<file path="src/tmps_pkg.sv">
// ----------------------------------------------------------------------------
// tmps_pkg: shared types and constants for the triangle min path sum block
// Field widths, default bounds and the element class passed front to back.
// ----------------------------------------------------------------------------
package tmps_pkg;

  localparam int VALUE_W      = 16;
  localparam int MIN_SUM_W    = 24;
  localparam int NUM_ROWS_W   = 9;
  localparam int MAX_ROWS_DEF = 256;
  localparam int QUEUE_DEPTH  = 2;

  // Position class of one element inside the triangle
  typedef enum logic [1:0] {
    KIND_FIRST_ROW,
    KIND_LEFT_EDGE,
    KIND_RIGHT_EDGE,
    KIND_INNER
  } tmps_kind_t;

  typedef struct packed {
    logic [VALUE_W-1:0] value;
    tmps_kind_t         kind;
    logic               last_row;
  } tmps_item_t;

  localparam int ITEM_W = $bits(tmps_item_t);

endpackage

</file>
<file path="src/tmps_back.sv">
// ----------------------------------------------------------------------------
// tmps_back: partial-sum update datapath
// Pops an element, reads the stored sum of its column, then adds the element
// to the smaller neighbor (or the only one; none in row 0), writes back,
// tracks the last-row minimum and posts the result into the output register.
// ----------------------------------------------------------------------------
module tmps_back #(
  parameter int MAX_ROWS = tmps_pkg::MAX_ROWS_DEF,
  parameter int IDX_W    = (MAX_ROWS > 1) ? $clog2(MAX_ROWS) : 1,
  parameter int SUM_W    = tmps_pkg::VALUE_W + 1 + $clog2(MAX_ROWS)
) (
  input  logic                                clk,
  input  logic                                rst_n,
  input  logic                                pop_valid,
  output logic                                pop_ready,
  input  tmps_pkg::tmps_item_t                pop_item,
  input  logic [IDX_W-1:0]                    pop_slot,
  output logic                                ram_we,
  output logic [IDX_W-1:0]                    ram_waddr,
  output logic [SUM_W-1:0]                    ram_wdata,
  output logic [IDX_W-1:0]                    ram_raddr,
  input  logic [SUM_W-1:0]                    ram_rdata,
  output logic                                out_valid,
  input  logic                                out_ready,
  output logic signed [tmps_pkg::MIN_SUM_W-1:0] out_min_sum
);
  import tmps_pkg::*;

  logic                    b_valid_r, b_valid_nxt;
  tmps_item_t              b_item_r;
  logic [IDX_W-1:0]        b_slot_r;
  logic                    fwd_r, fwd_nxt;
  logic signed [SUM_W-1:0] fwd_val_r;
  logic signed [SUM_W-1:0] held_r, run_min_r;
  logic                    out_valid_r;
  logic signed [MIN_SUM_W-1:0] out_min_sum_r;

  logic                    row_end, col0, b_emit, b_go, pop;
  logic signed [SUM_W-1:0] old_here, v_ext, sum, run_min_new;
  logic signed [SUM_W+MIN_SUM_W-1:0] run_min_wide;

  assign row_end = b_item_r.kind inside {KIND_FIRST_ROW, KIND_RIGHT_EDGE};
  assign col0    = b_item_r.kind inside {KIND_FIRST_ROW, KIND_LEFT_EDGE};
  assign b_emit  = b_valid_r && b_item_r.last_row && row_end;
  assign b_go    = b_valid_r && (!b_emit || !out_valid_r || out_ready);
  assign pop     = pop_valid && (!b_valid_r || b_go);
  assign pop_ready = !b_valid_r || b_go;

  // while stalled, keep re-reading the held element's column
  assign ram_raddr = pop ? pop_slot : b_slot_r;

  // the previous element's write to the same column is not yet visible to this read
  assign old_here = fwd_r ? fwd_val_r : $signed(ram_rdata);
  assign v_ext    = {{(SUM_W - VALUE_W){b_item_r.value[VALUE_W-1]}}, b_item_r.value};

  always_comb begin
    case (b_item_r.kind)
      KIND_FIRST_ROW:  sum = v_ext;
      KIND_LEFT_EDGE:  sum = v_ext + old_here;
      KIND_RIGHT_EDGE: sum = v_ext + held_r;
      KIND_INNER:      sum = v_ext + ((held_r < old_here) ? held_r : old_here);
      default:         sum = v_ext;
    endcase
  end

  assign run_min_new  = (col0 || (sum < run_min_r)) ? sum : run_min_r;
  assign run_min_wide = {{MIN_SUM_W{run_min_new[SUM_W-1]}}, run_min_new};

  assign ram_we    = b_go;
  assign ram_waddr = b_slot_r;
  assign ram_wdata = sum;

  assign fwd_nxt     = pop && b_go && (pop_slot == b_slot_r);
  assign b_valid_nxt = pop ? 1'b1 : (b_go ? 1'b0 : b_valid_r);

  always_ff @(posedge clk) begin
    if (pop) begin
      b_item_r <= pop_item;
      b_slot_r <= pop_slot;
    end
    fwd_val_r <= sum;
    if (b_go && b_emit) begin
      out_min_sum_r <= run_min_wide[MIN_SUM_W-1:0];
    end
  end

  always_ff @(posedge clk) begin
    if (!rst_n) begin
      b_valid_r   <= 1'b0;
      fwd_r       <= 1'b0;
      held_r      <= '0;
      run_min_r   <= '0;
      out_valid_r <= 1'b0;
    end else begin
      b_valid_r <= b_valid_nxt;
      fwd_r     <= fwd_nxt;
      if (b_go) begin
        held_r <= b_emit ? '0 : old_here;
        if (b_item_r.last_row) begin
          run_min_r <= run_min_new;
        end
      end
      if (b_go && b_emit) begin
        out_valid_r <= 1'b1;
      end else if (out_ready) begin
        out_valid_r <= 1'b0;
      end
    end
  end

  assign out_valid   = out_valid_r;
  assign out_min_sum = out_min_sum_r;

endmodule

</file>
<file path="config.mk">
export PLATFORM = sky130hd
export DESIGN_NAME = tmps_back
export DESIGN_NICKNAME = d
export VERILOG_FILES = /design/src/tmps_pkg.sv /design/src/tmps_back.sv
export SDC_FILE = /design/constraint.sdc
export NUM_CORES = 1
export LEC_CHECK = 0
export BUFFER_PORTS_ARGS = -buffer_cell sky130_fd_sc_hd__buf_2
export CAP_MARGIN = 20
export CORE_AREA = 10 10 105 145
export DETAILED_ROUTE_END_ITERATION = 10
export DIE_AREA = 0 0 115 155
export PLACE_DENSITY = 0.85
export SLEW_MARGIN = 20
export SYNTH_ARGS = -nofsm -noshare
export SYNTH_HDL_FRONTEND = slang
export SYNTH_SLANG_ARGS = --single-unit
</file>
<file path="constraint.sdc">
create_clock -name clk -period 22.2 [get_ports clk]
set_input_delay 1.11 -clock clk [delete_from_list [all_inputs] [get_ports clk]]
set_output_delay 1.11 -clock clk [all_outputs]
set_load 0.01 [all_outputs]
</file>
==> impl_results.md, run 1 <==
* Status: completed
* Worst rel slew slack at 23.14%
* Largest area contributor in the netlist: dfxtp_1
* Layout cell share with drive strength beyond 1 at 22.56%
* Worst Hold Class: reg -> reg
* Core region area at 12630 um^2
* Critical Path Start Type: flip-flop
* YS warnings at 0
* DRT Wirelength at 20460 um
* CP top delay family: compound AO/OA/AOI/OAI gates
* RSZ-0062 raised after global routing: no
* Largest stage delay on the critical path at 0.49 ns
* Synth Area in Simple Gates at 17.71%
* Largest family of logic cells by synthesized area: compound AO/OA/AOI/OAI gates
* Area after DPL at 8417 um^2
* Switch share at 32.97%
* Setup slack at placement at 12.85 ns
* Hold-fix buffer count after cts at 0
* Final WS setup at 13.04 ns
* Hold_sp: run_min_r[22]
* Max Fclk at 109.2 MHz
* Sequential element share of the synthesized area at 39.42%
* First-pass GRT wire length at 32420 um
* Mapped Area at 7644 um^2
* Clock power share at 34.0%
* Root buffer cell: clkbuf_16
* RR Startpoint: fwd_r
* WHS Endpoint: run_min_r[22]
* Residual DRC at 0
* FF+latch count, synth at 129
* Worst Hold Depth at 2
* Initial antenna violation count at 0
* Fraction of synthesized cell area in xor and xnor cells at 2.979%
* Minimum clock period at 9.157 ns
* Via count at 6625
* Post-CTS Setup Inserts at 0
* Required time worst endpoint at 22.50 ns
* PwrDens at 86.32 nW/um^2
* EDFF count, synth at 43
* Area grow syn2layout at 17.43%
* Top post-synthesis cells by area: dfxtp_1, edfxtp_1, ha_1
* Ys async rst share at 0%
* Gp weighted congestion at 0.9518
* Final Max Slew Viols at 0
* Worst R2R Setup Slack at 13.04 ns
* Sequential power share at 36.4%
* Max rail drop VDD at 0.00005316 V
* Number of core rows at 49
* Post-Synth Adder-Cell Area at 12.05%
* PortBufs at 123
* Kind of critical path: reg -> reg
* DR vias/cell at 5.873
* Clk sinks at 129
* Top Ports at 124
* DP Wirelength at 14960 um
* Worst slew pin tran at 1.141 ns
* RR Endpoint: run_min_r[24]
* Crit-path slowest cell: nand3_2
* Main synth FF type: dfxtp_1
* Final Hold Vio Count at 0
* Tcrit/Tclk final at 41.25%
* Yosys cell types at 61
* Worst-path clk slew at 0.06 ns
* Internal power at 0.0005194 W
* Leak at 4.027 nW
* Final hold slack at 0.4557 ns
* Post-CTS sizing at 0
* Ant diodes at 0
* Largest net degree at the start of global routing at 54
* Syn Nets at 968
* Vias in the first global route at 6675
* Synth Instances at 839
* CTS buffer count at 17
* Clock Skew at 0.006396 ns
* 1st-pass router iterations at 5
* Die Span Y at 155 um
* CP bufs+invs at 6
* Finished Cell Area at 8976 um^2
* Critical-path maximum fanout at 48
* Crit path DAT at 9.45 ns
* GR Overflow Total at 0
* Post-synth top area share at 22.52%
* Die ar. at 17830 um^2
* Die width at 115 um
* Skew-Pair Late Insertion Delay at 0.42 ns
* Comb power frac at 29.6%
* H-tree depth at 4
* Routed wire length per instance at 18.14 um
* DR iter-0 viols at 437
* Starting Density at 60.52%
* Total track usage at 22.80%
* Antenna viol nets, final at 0
* Clock buffer depth at 2
* Syn_area_per_cell at 9.110 um^2
* Pwr Total at 0.0007748 W
* # nets final at 1091
* Setup TNS at 0 ns
* Setup Viol. Count Final at 0
* Post-synthesis mux area share at 4.665%
* CTS tree: done
* Post-synthesis compound-gate area fraction at 17.84%
* Reg2Reg Depth at 36
* Switch Pwr at 0.0002554 W
* Number of max-cap violations at 0
* Worst setup EP type: flip-flop
-- power groups by stage --
stage / Combinational [W] / Clock [W] / Sequential [W]
finish: 0.000229 / 0.000263 / 0.000282
global placement: 0.000219 / 0 / 0.000286
detailed placement: 0.000224 / 0 / 0.000287
global route: 0.000253 / 0.000276 / 0.000284
CTS: 0.000228 / 0.000265 / 0.000282
floorplan: 0.000149 / 0 / 0.000285
-- worst register-to-register path, delay by kind of cell (launching register included) --
kind                     cells  cell delay [ns]
AO/OA/AOI/OAI               12             2.90
XOR/XNOR                     2             0.27
multiplexers                 2             0.69
AND/OR/NAND/NOR             10             2.32
buffers and inverters        6             1.44
flip-flops                   1             0.30
adder cells (fa/ha/maj)      4             1.11
-- synthesized netlist by cell type, types with 9 or more instances --
master / instances
dfxtp_1: 86
nor2_1: 80
nand2_1: 78
ha_1: 72
inv_1: 66
a21oi_1: 64
o21ai_0: 47
edfxtp_1: 43
mux2_2: 29
nor2b_1: 29
a22oi_1: 25
a21o_1: 19
clkbuf_1: 19
xnor2_1: 15
nor3b_2: 12
nor3_1: 11
xor2_1: 11
nor3b_1: 9
-- cell families after synthesis --
logic type / count (synthesis)
simple gates: 266
xor+xnor: 26
compound gates: 213
fa+ha+maj: 73
flops: 129
mux: 32
buf+inv: 100
-- flip-flops by register name, indices dropped and copies added, names as in the netlist --
name / count
b_item_r: 19
b_valid_r: 1
held_r: 25
fwd_r: 1
out_valid: 1
ram_waddr: 8
run_min_r: 25
out_min_sum: 24
fwd_val_r: 25
-- how the worst max path moves through the flow --
| stage | end | slack (ns) | cells after the start | startpoint |
|---|---|---|---|---|
| 2_1_floorplan | out_min_sum[17] | 14.47 | 33 | ram_rdata[24] |
| 3_3_place_gp | run_min_r[24] | 13.22 | 36 | ram_rdata[24] |
| 3_5_place_dp | run_min_r[24] | 12.85 | 36 | ram_rdata[24] |
| 4_1_cts | run_min_r[24] | 13.08 | 36 | fwd_r |
| 5_1_grt | run_min_r[24] | 12.25 | 36 | fwd_r |
| 6_report | run_min_r[24] | 13.04 | 36 | fwd_r |
-- layout make-up --
| cell class | count | area (um^2) |
|---|---|---|
| sequential | 129 | 3013 |
| clock inverter | 13 | 111.4 |
| tap | 153 | 191.4 |
| clock buffer | 19 | 442.9 |
| fill | 958 | 3654 |
| multi-input combinational | 610 | 4245 |
| inverter | 67 | 251.5 |
| timing repair buffer | 137 | 720.7 |
-- cell usage in the layout (no fill, tap or decap), types with 4 or more instances in the layout --
| master | count |
|---|---|
| a21o_1 | 19 |
| mux2_2 | 29 |
| inv_1 | 66 |
| nor4_1 | 5 |
| a21boi_0 | 5 |
| nor3b_1 | 9 |
| buf_4 | 14 |
| edfxtp_1 | 43 |
| nand4_1 | 8 |
| nand2_1 | 78 |
| nand3_1 | 8 |
| a211oi_1 | 8 |
| a22oi_1 | 25 |
| ha_1 | 72 |
| a21oi_1 | 64 |
| and4_1 | 4 |
| o211a_1 | 6 |
| xnor2_1 | 15 |
| nor2b_1 | 28 |
| o21ai_0 | 46 |
| nor3b_2 | 12 |
| o21a_1 | 5 |
| xor2_1 | 11 |
| a31oi_1 | 8 |
| buf_2 | 123 |
| nor3_1 | 11 |
| clkbuf_16 | 17 |
| nand2b_1 | 6 |
| dfxtp_1 | 86 |
| nor2_1 | 80 |
-- metal layers --
| layer | up-vias | share of wire, % | track usage, % |
|---|---|---|---|
| li1 | 3226 | - | - |
| met1 | 3097 | 39 | 24.16 |
| met2 | 247 | 49 | 38.76 |
| met3 | 55 | 6.9 | 6.967 |
| met4 | 0 | 5.0 | 13.06 |
| met5 | - | 0 | 0 |
-- through the flow --
step	utilization, %	instances
floorplan	-	839
global placement	66.64	1096
detailed placement	66.64	1096
CTS	71.03	1128
global route	71.07	1128
finish	71.07	1128
Note: power is estimated with default switching activity, not from simulation.
==> run 2: changes to the inputs <==
CORE_AREA = 10 10 109 151   (was 10 10 105 145)
DIE_AREA = 0 0 119 161   (was 0 0 115 155)
PLACE_DENSITY = 0.79   (was 0.85)
clock period = 9.4 ns   (was 22.2 ns; I/O delays follow)
==> run 2 against run 1 <==
Sequential share of layout area fell by 0.51 points. Cell count rose by 3.4%. Global-route usage fell by 1.5 points. Power rose by 140%. Clock skew rose by 0.0072 ns. Largest power group is now clock. Highest routed layer unchanged.
==> impl_results.md, run 2 (synthesized netlist as in run 1, its figures left out) <==
* Worst slew pin tran at 1.059 ns (-0.08139 ns)
* Worst R2R Setup Slack at 0.81 ns (-12.24 ns)
* Number of max-cap violations at 0 (unchanged)
* Hold-fix buffer count after cts at 0 (unchanged)
* 1st-pass router iterations at 5 (unchanged)
* Final hold slack at 0.2211 ns (-0.2346 ns)
* RR Endpoint: run_min_r[24]
* # nets final at 1097 (+0.55%)
* Ant diodes at 0 (unchanged)
* Tcrit/Tclk final at 91.41% (+50 points)
* RR Startpoint: fwd_r
* Final Hold Vio Count at 0 (unchanged)
* Die ar. at 19160 um^2 (+7.5%)
* DR vias/cell at 5.617 (-4.4%)
* Core region area at 13660 um^2 (+8.1%)
* Largest stage delay on the critical path at 0.42 ns (-0.07 ns)
* Post-CTS Setup Inserts at 0 (unchanged)
* Antenna viol nets, final at 0 (unchanged)
* Setup TNS at 0 ns (unchanged)
* Worst setup EP type: flip-flop
* Status: completed
* Critical-path maximum fanout at 46 (-4.2%)
* First-pass GRT wire length at 33200 um (+2.4%)
* Pwr Total at 0.001889 W (+140%)
* Worst-path clk slew at 0.06 ns (about the same)
* CTS buffer count at 17 (unchanged)
* Residual DRC at 0 (unchanged)
* Clock Skew at 0.01361 ns (+0.007216 ns)
* Worst rel slew slack at 29.20% (+6.1 points)
* Gp weighted congestion at 0.9306 (-2.2%)
* Crit path DAT at 8.89 ns (-0.56 ns)
* Final Max Slew Viols at 0 (unchanged)
* Total track usage at 21.28% (-1.5 points)
* CTS tree: done
* Regs by FF count: fwd_val_r (25), held_r (25), run_min_r (25)
* Worst Hold Class: in -> reg
* DR iter-0 viols at 387 (-11%)
* Most common cell after layout, fill and taps aside: buf_2
* Kind of critical path: reg -> reg
* Required time worst endpoint at 9.70 ns (-12.80 ns)
* DRT Wirelength at 20520 um (+0.28%)
* Worst setup path end: run_min_r[24]
* Clock buffer depth at 2 (unchanged)
* Routed wire length per instance at 17.60 um (-3.0%)
* Max rail drop VDD at 0.0001345 V (+150%)
* Post-CTS sizing at 0 (unchanged)
* Leak at 4.078 nW (+1.3%)
* Commonest non-fill, non-tap cells in the layout: buf_2, dfxtp_1, nor2_1, nand2_1, ha_1
* Vias in the first global route at 6729 (+0.81%)
* Initial antenna violation count at 0 (unchanged)
* PwrDens at 207.3 nW/um^2 (+140%)
* Die Span Y at 161 um (+3.9%)
* Layout cell share with drive strength beyond 1 at 23.24% (+0.68 points)
* Critical path startpoint: fwd_r
* Die width at 119 um (+3.5%)
* Top Ports at 124 (unchanged)
* Minimum clock period at 8.592 ns (-0.5645 ns)
* PortBufs at 123 (unchanged)
* Critical Path Start Type: flip-flop
* Critical Path Most Common Cell: inv_1
* Max Fclk at 116.4 MHz (+6.6%)
* Number of core rows at 51 (+4.1%)
* H-tree depth at 4 (unchanged)
* Largest net degree at the start of global routing at 54 (unchanged)
* Skew-Pair Late Insertion Delay at 0.42 ns (about the same)
* Root buffer cell: clkbuf_16
* Setup Viol. Count Final at 0 (unchanged)
* Clk sinks at 129 (unchanged)
* GR Overflow Total at 0 (unchanged)
* Via count at 6549 (-1.1%)
* Crit-path slowest cell: mux2_2
* Reg2Reg Depth at 36 (unchanged)
* Area grow syn2layout at 19.23%
* RSZ-0062 raised after global routing: no
* Starting Density at 55.97% (-4.5 points)
* DP Wirelength at 15290 um (+2.3%)
[run 2: per-layer routing]
metal  global-route usage (%)  vias to the layer above  wire [um]
met5                        0                        -          0
met4                    11.47                        0        863
met3                    4.571                       52       1061
met2                    37.95                      209      10590
met1                    22.85                     3056       8011
li1                         -                     3232          -
[run 2: how the worst min path moves through the flow]
stage / start / end / slack, ns / depth (start not counted)
floorplan: run_min_r[16] / run_min_r[16] / 0.44 / 2
global placement: run_min_r[1] / run_min_r[1] / 0.44 / 2
detailed placement: run_min_r[16] / run_min_r[16] / 0.45 / 2
CTS: pop_item[12] / b_item_r[12] / 0.21 / 1
global route: pop_item[5] / b_item_r[5] / 0.22 / 1
finish: pop_item[12] / b_item_r[12] / 0.22 / 1
[run 2: report_power, final]
part | total, W | leakage [nW] | switching, W | internal (W)
clock | 0.000674 | 0.296 | 0.000262 | 0.000411
sequential | 0.000666 | 1.12 | 0.0000247 | 0.000642
combinational | 0.000549 | 2.67 | 0.000327 | 0.000222
[run 2: critical path: cells and delay by family (launching register included)]
family	cells	cell delay (ns)
simple gates	9	1.79
mux	2	0.66
fa+ha+maj	4	1.08
xor+xnor	2	0.33
buf+inv	7	1.32
compound gates	12	2.94
flops	1	0.30
[run 2: stage by stage]
stage          util (%)  std cells  setup slack [ns]  area (um^2)
6_report          66.74       1166            0.8076         9114
5_1_grt           66.74       1166          0.009728         9114
4_1_cts           66.69       1166            0.6195         9106
3_5_place_dp      62.26       1134            0.7142         8502
3_3_place_gp      62.26       1134             1.010         8502
2_1_floorplan         -        839             1.911         7644
[run 2: cell type report]
type	instances	area, um^2
fill	1145	4542
multi-input combinational	610	4248
sequential	129	3013
timing repair buffer	143	765.7
clock buffer	19	454.2
inverter	67	251.5
tap	185	231.5
clock inverter	13	150.1
==> run 3: changes to the inputs <==
--- a/config.mk
+++ b/config.mk
@@ -7,3 +7,3 @@
 export LEC_CHECK = 0
-export BUFFER_PORTS_ARGS = -buffer_cell sky130_fd_sc_hd__buf_2
+export BUFFER_PORTS_ARGS = -buffer_cell sky130_fd_sc_hd__buf_4
 export CAP_MARGIN = 20
@@ -12,3 +12,3 @@
 export DIE_AREA = 0 0 119 161
-export PLACE_DENSITY = 0.79
+export PLACE_DENSITY = 0.88
 export SLEW_MARGIN = 20
==> constraint.sdc (replaced) <==
create_clock -name clk -period 9.4 [get_ports clk]
set_input_delay 1.41 -clock clk [delete_from_list [all_inputs] [get_ports clk]]
set_output_delay 1.41 -clock clk [all_outputs]
set_load 0.01 [all_outputs]
==> run 3 against run 2 <==
Worst hold slack improved by 0.24 ns. Largest power group is now registers. Critical endpoint unchanged. Largest cell class unchanged. Cell count up 0.26%. First-iteration DRC count up 12%. Sequential share of layout area is 1.0 points lower. Combinational power increased by 6.4%. Power shrank 0.35%. Register-to-register slack gained 0.21 ns. Worst setup slack lost 0.083 ns. Final area is 3.2% higher. Die area unchanged. Clock power decreased by 6.2%.
==> impl_results.md, run 3 (synthesized netlist as in run 1, its figures left out) <==
* 1st-pass router iterations at 5 (unchanged)
* Max Fclk at 115.3 MHz (-0.95%)
* H-tree depth at 4 (unchanged)
* Root buffer cell: clkbuf_16
* Routed wire length per instance at 17.95 um (+2.0%)
* Max rail drop VDD at 0.0001169 V (-13%)
* Worst-path clk slew at 0.06 ns (about the same)
* Die ar. at 19160 um^2 (unchanged)
* Finished Layout Cells at 1169 (+0.26%)
* CTS tree: done
* Vias in the first global route at 6708 (-0.31%)
* Setup Viol. Count Final at 0 (unchanged)
* DP Cell Count at 1137 (+0.26%)
* Residual DRC at 0 (unchanged)
* Layout cell share with drive strength beyond 1 at 23.48% (+0.23 points)
* Top Ports at 124 (unchanged)
* Crit path DAT at 9.03 ns (+0.14 ns)
* Via count at 6587 (+0.58%)
* Switch Pwr at 0.0006296 W (+2.5%)
* GR Overflow Total at 0 (unchanged)
* Largest stage delay on the critical path at 0.43 ns (about the same)
* RSZ-0062 raised after global routing: no
* Starting Density at 55.97% (unchanged)
* # nets final at 1100 (+0.27%)
* PortBufs at 123 (unchanged)
* Critical-path maximum fanout at 22 (-52%)
* DRT Wirelength at 20980 um (+2.2%)
* Minimum clock period at 8.675 ns (+0.08267 ns)
* Number of core rows at 51 (unchanged)
* Area grow syn2layout at 23.00%
* Setup slack at placement at 0.4107 ns (-0.3035 ns)
* Comb power frac at 31.0% (+1.9 points)
* CTS buffer count at 17 (unchanged)
* Ant diodes at 0 (unchanged)
* DR iter-0 viols at 434 (+12%)
* Kind of critical path: in -> reg
* Total track usage at 21.75% (+0.46 points)
* Die Span Y at 161 um (unchanged)
* Hold-fix buffer count after cts at 0 (unchanged)
* Skew-Pair Late Insertion Delay at 0.43 ns (about the same)
* Gp weighted congestion at 0.9286 (-0.21%)
* Worst Hold Class: reg -> reg
* PwrDens at 200.3 nW/um^2 (-3.4%)
* Setup TNS at 0 ns (unchanged)
* CP bufs+invs at 6 (-1)
* Internal power at 0.001253 W (-1.7%)
* Worst slew pin tran at 1.115 ns (+0.05520 ns)
* Clk sinks at 129 (unchanged)
* Most common cell after layout, fill and taps aside: buf_4
* Worst setup EP type: flip-flop
* Critical Path Start Type: input port
* DP Wirelength at 16010 um (+4.7%)
* Largest net degree at the start of global routing at 54 (unchanged)
* Util after Layout at 68.85% (+2.1 points)
* Post-CTS Setup Inserts at 0 (unchanged)
* Crit-path slowest cell: and3_1
* Worst rel slew slack at 25.51% (-3.7 points)
* Switch share at 33.44% (+0.93 points)
* Sequential power share at 35.4% (about the same)
* CP top delay family: compound AO/OA/AOI/OAI gates
* Post-CTS sizing at 0 (unchanged)
* Final WS setup at 0.7250 ns (-0.08267 ns)
* Final Hold Vio Count at 0 (unchanged)
* Initial antenna violation count at 0 (unchanged)
* Status: completed
* Antenna viol nets, final at 0 (unchanged)
* Regs by FF count: fwd_val_r (25), held_r (25), run_min_r (25)
* Final Max Slew Viols at 0 (unchanged)
* DR vias/cell at 5.635 (+0.32%)
* First-pass GRT wire length at 33380 um (+0.54%)
* Die width at 119 um (unchanged)
* Commonest non-fill, non-tap cells in the layout: buf_4, dfxtp_1, nor2_1, nand2_1, ha_1
* Required time worst endpoint at 9.75 ns (+0.05 ns)
* Tcrit/Tclk final at 92.29% (+0.88 points)
* Clock buffer depth at 2 (unchanged)
* Leak at 4.186 nW (+2.7%)
* Clock power share at 33.6% (-2.1 points)
* Core region area at 13660 um^2 (unchanged)
* Clock Skew at 0.007898 ns (-0.005714 ns)
* Number of max-cap violations at 0 (unchanged)
* Final hold slack at 0.4568 ns (+0.2357 ns)
run 3: per-layer routing:
metal | vias up | track usage [%] | routed length, um
li1 | 3256 | - | -
met1 | 3054 | 23.03 | 7986
met2 | 233 | 37.95 | 10640
met3 | 44 | 6.420 | 1403
met4 | 0 | 11.58 | 956
met5 | - | 0 | 0
run 3: metrics by stage:
stage,cell area (um^2),power (W)
detailed placement,8833,0.001255
global placement,8828,0.001241
CTS,9402,0.001889
global route,9402,0.001977
finish,9402,0.001883
floorplan,7644,0.001025
run 3: power by group through the flow:
| stage | clock (W) | combinational [W] | sequential [W] |
|---|---|---|---|
| finish | 0.000632 | 0.000584 | 0.000667 |
| global route | 0.000665 | 0.000640 | 0.000672 |
| CTS | 0.000641 | 0.000582 | 0.000667 |
| detailed placement | 0 | 0.000577 | 0.000678 |
| global placement | 0 | 0.000565 | 0.000676 |
| floorplan | 0 | 0.000352 | 0.000673 |
run 3: final cells by class:
cell class              count  area [um^2]
repair buffers            146         1096
well taps                 185        231.5
fillers                  1114         4254
multi-input cells         610         4242
flip-flops and latches    129         3013
clock buffers              18        450.4
inverters                  67        251.5
clock inverters            14        117.6
run 3: worst paths after layout:
| check | from | endpoint | slack [ns] | depth (start not counted) |
|---|---|---|---|---|
| min reg2reg | run_min_r[1] | run_min_r[1] | 0.46 | 2 |
| max | ram_rdata[24] | run_min_r[24] | 0.72 | 34 |
| max reg2reg | fwd_r | run_min_r[24] | 1.02 | 34 |
| min | run_min_r[1] | run_min_r[1] | 0.46 | 2 |
run 3: worst register-to-register path: cells and delay by family (launching register included):
| kind | cells | cell delay (ns) |
|---|---|---|
| and+or+nand+nor | 7 | 1.62 |
| AOI/OAI and AO/OA | 15 | 3.50 |
| DFF | 1 | 0.31 |
| buffers and inverters | 6 | 1.20 |
| muxes | 1 | 0.43 |
| adders and majority gates | 3 | 0.95 |
| xor gates and xnor gates | 2 | 0.27 |
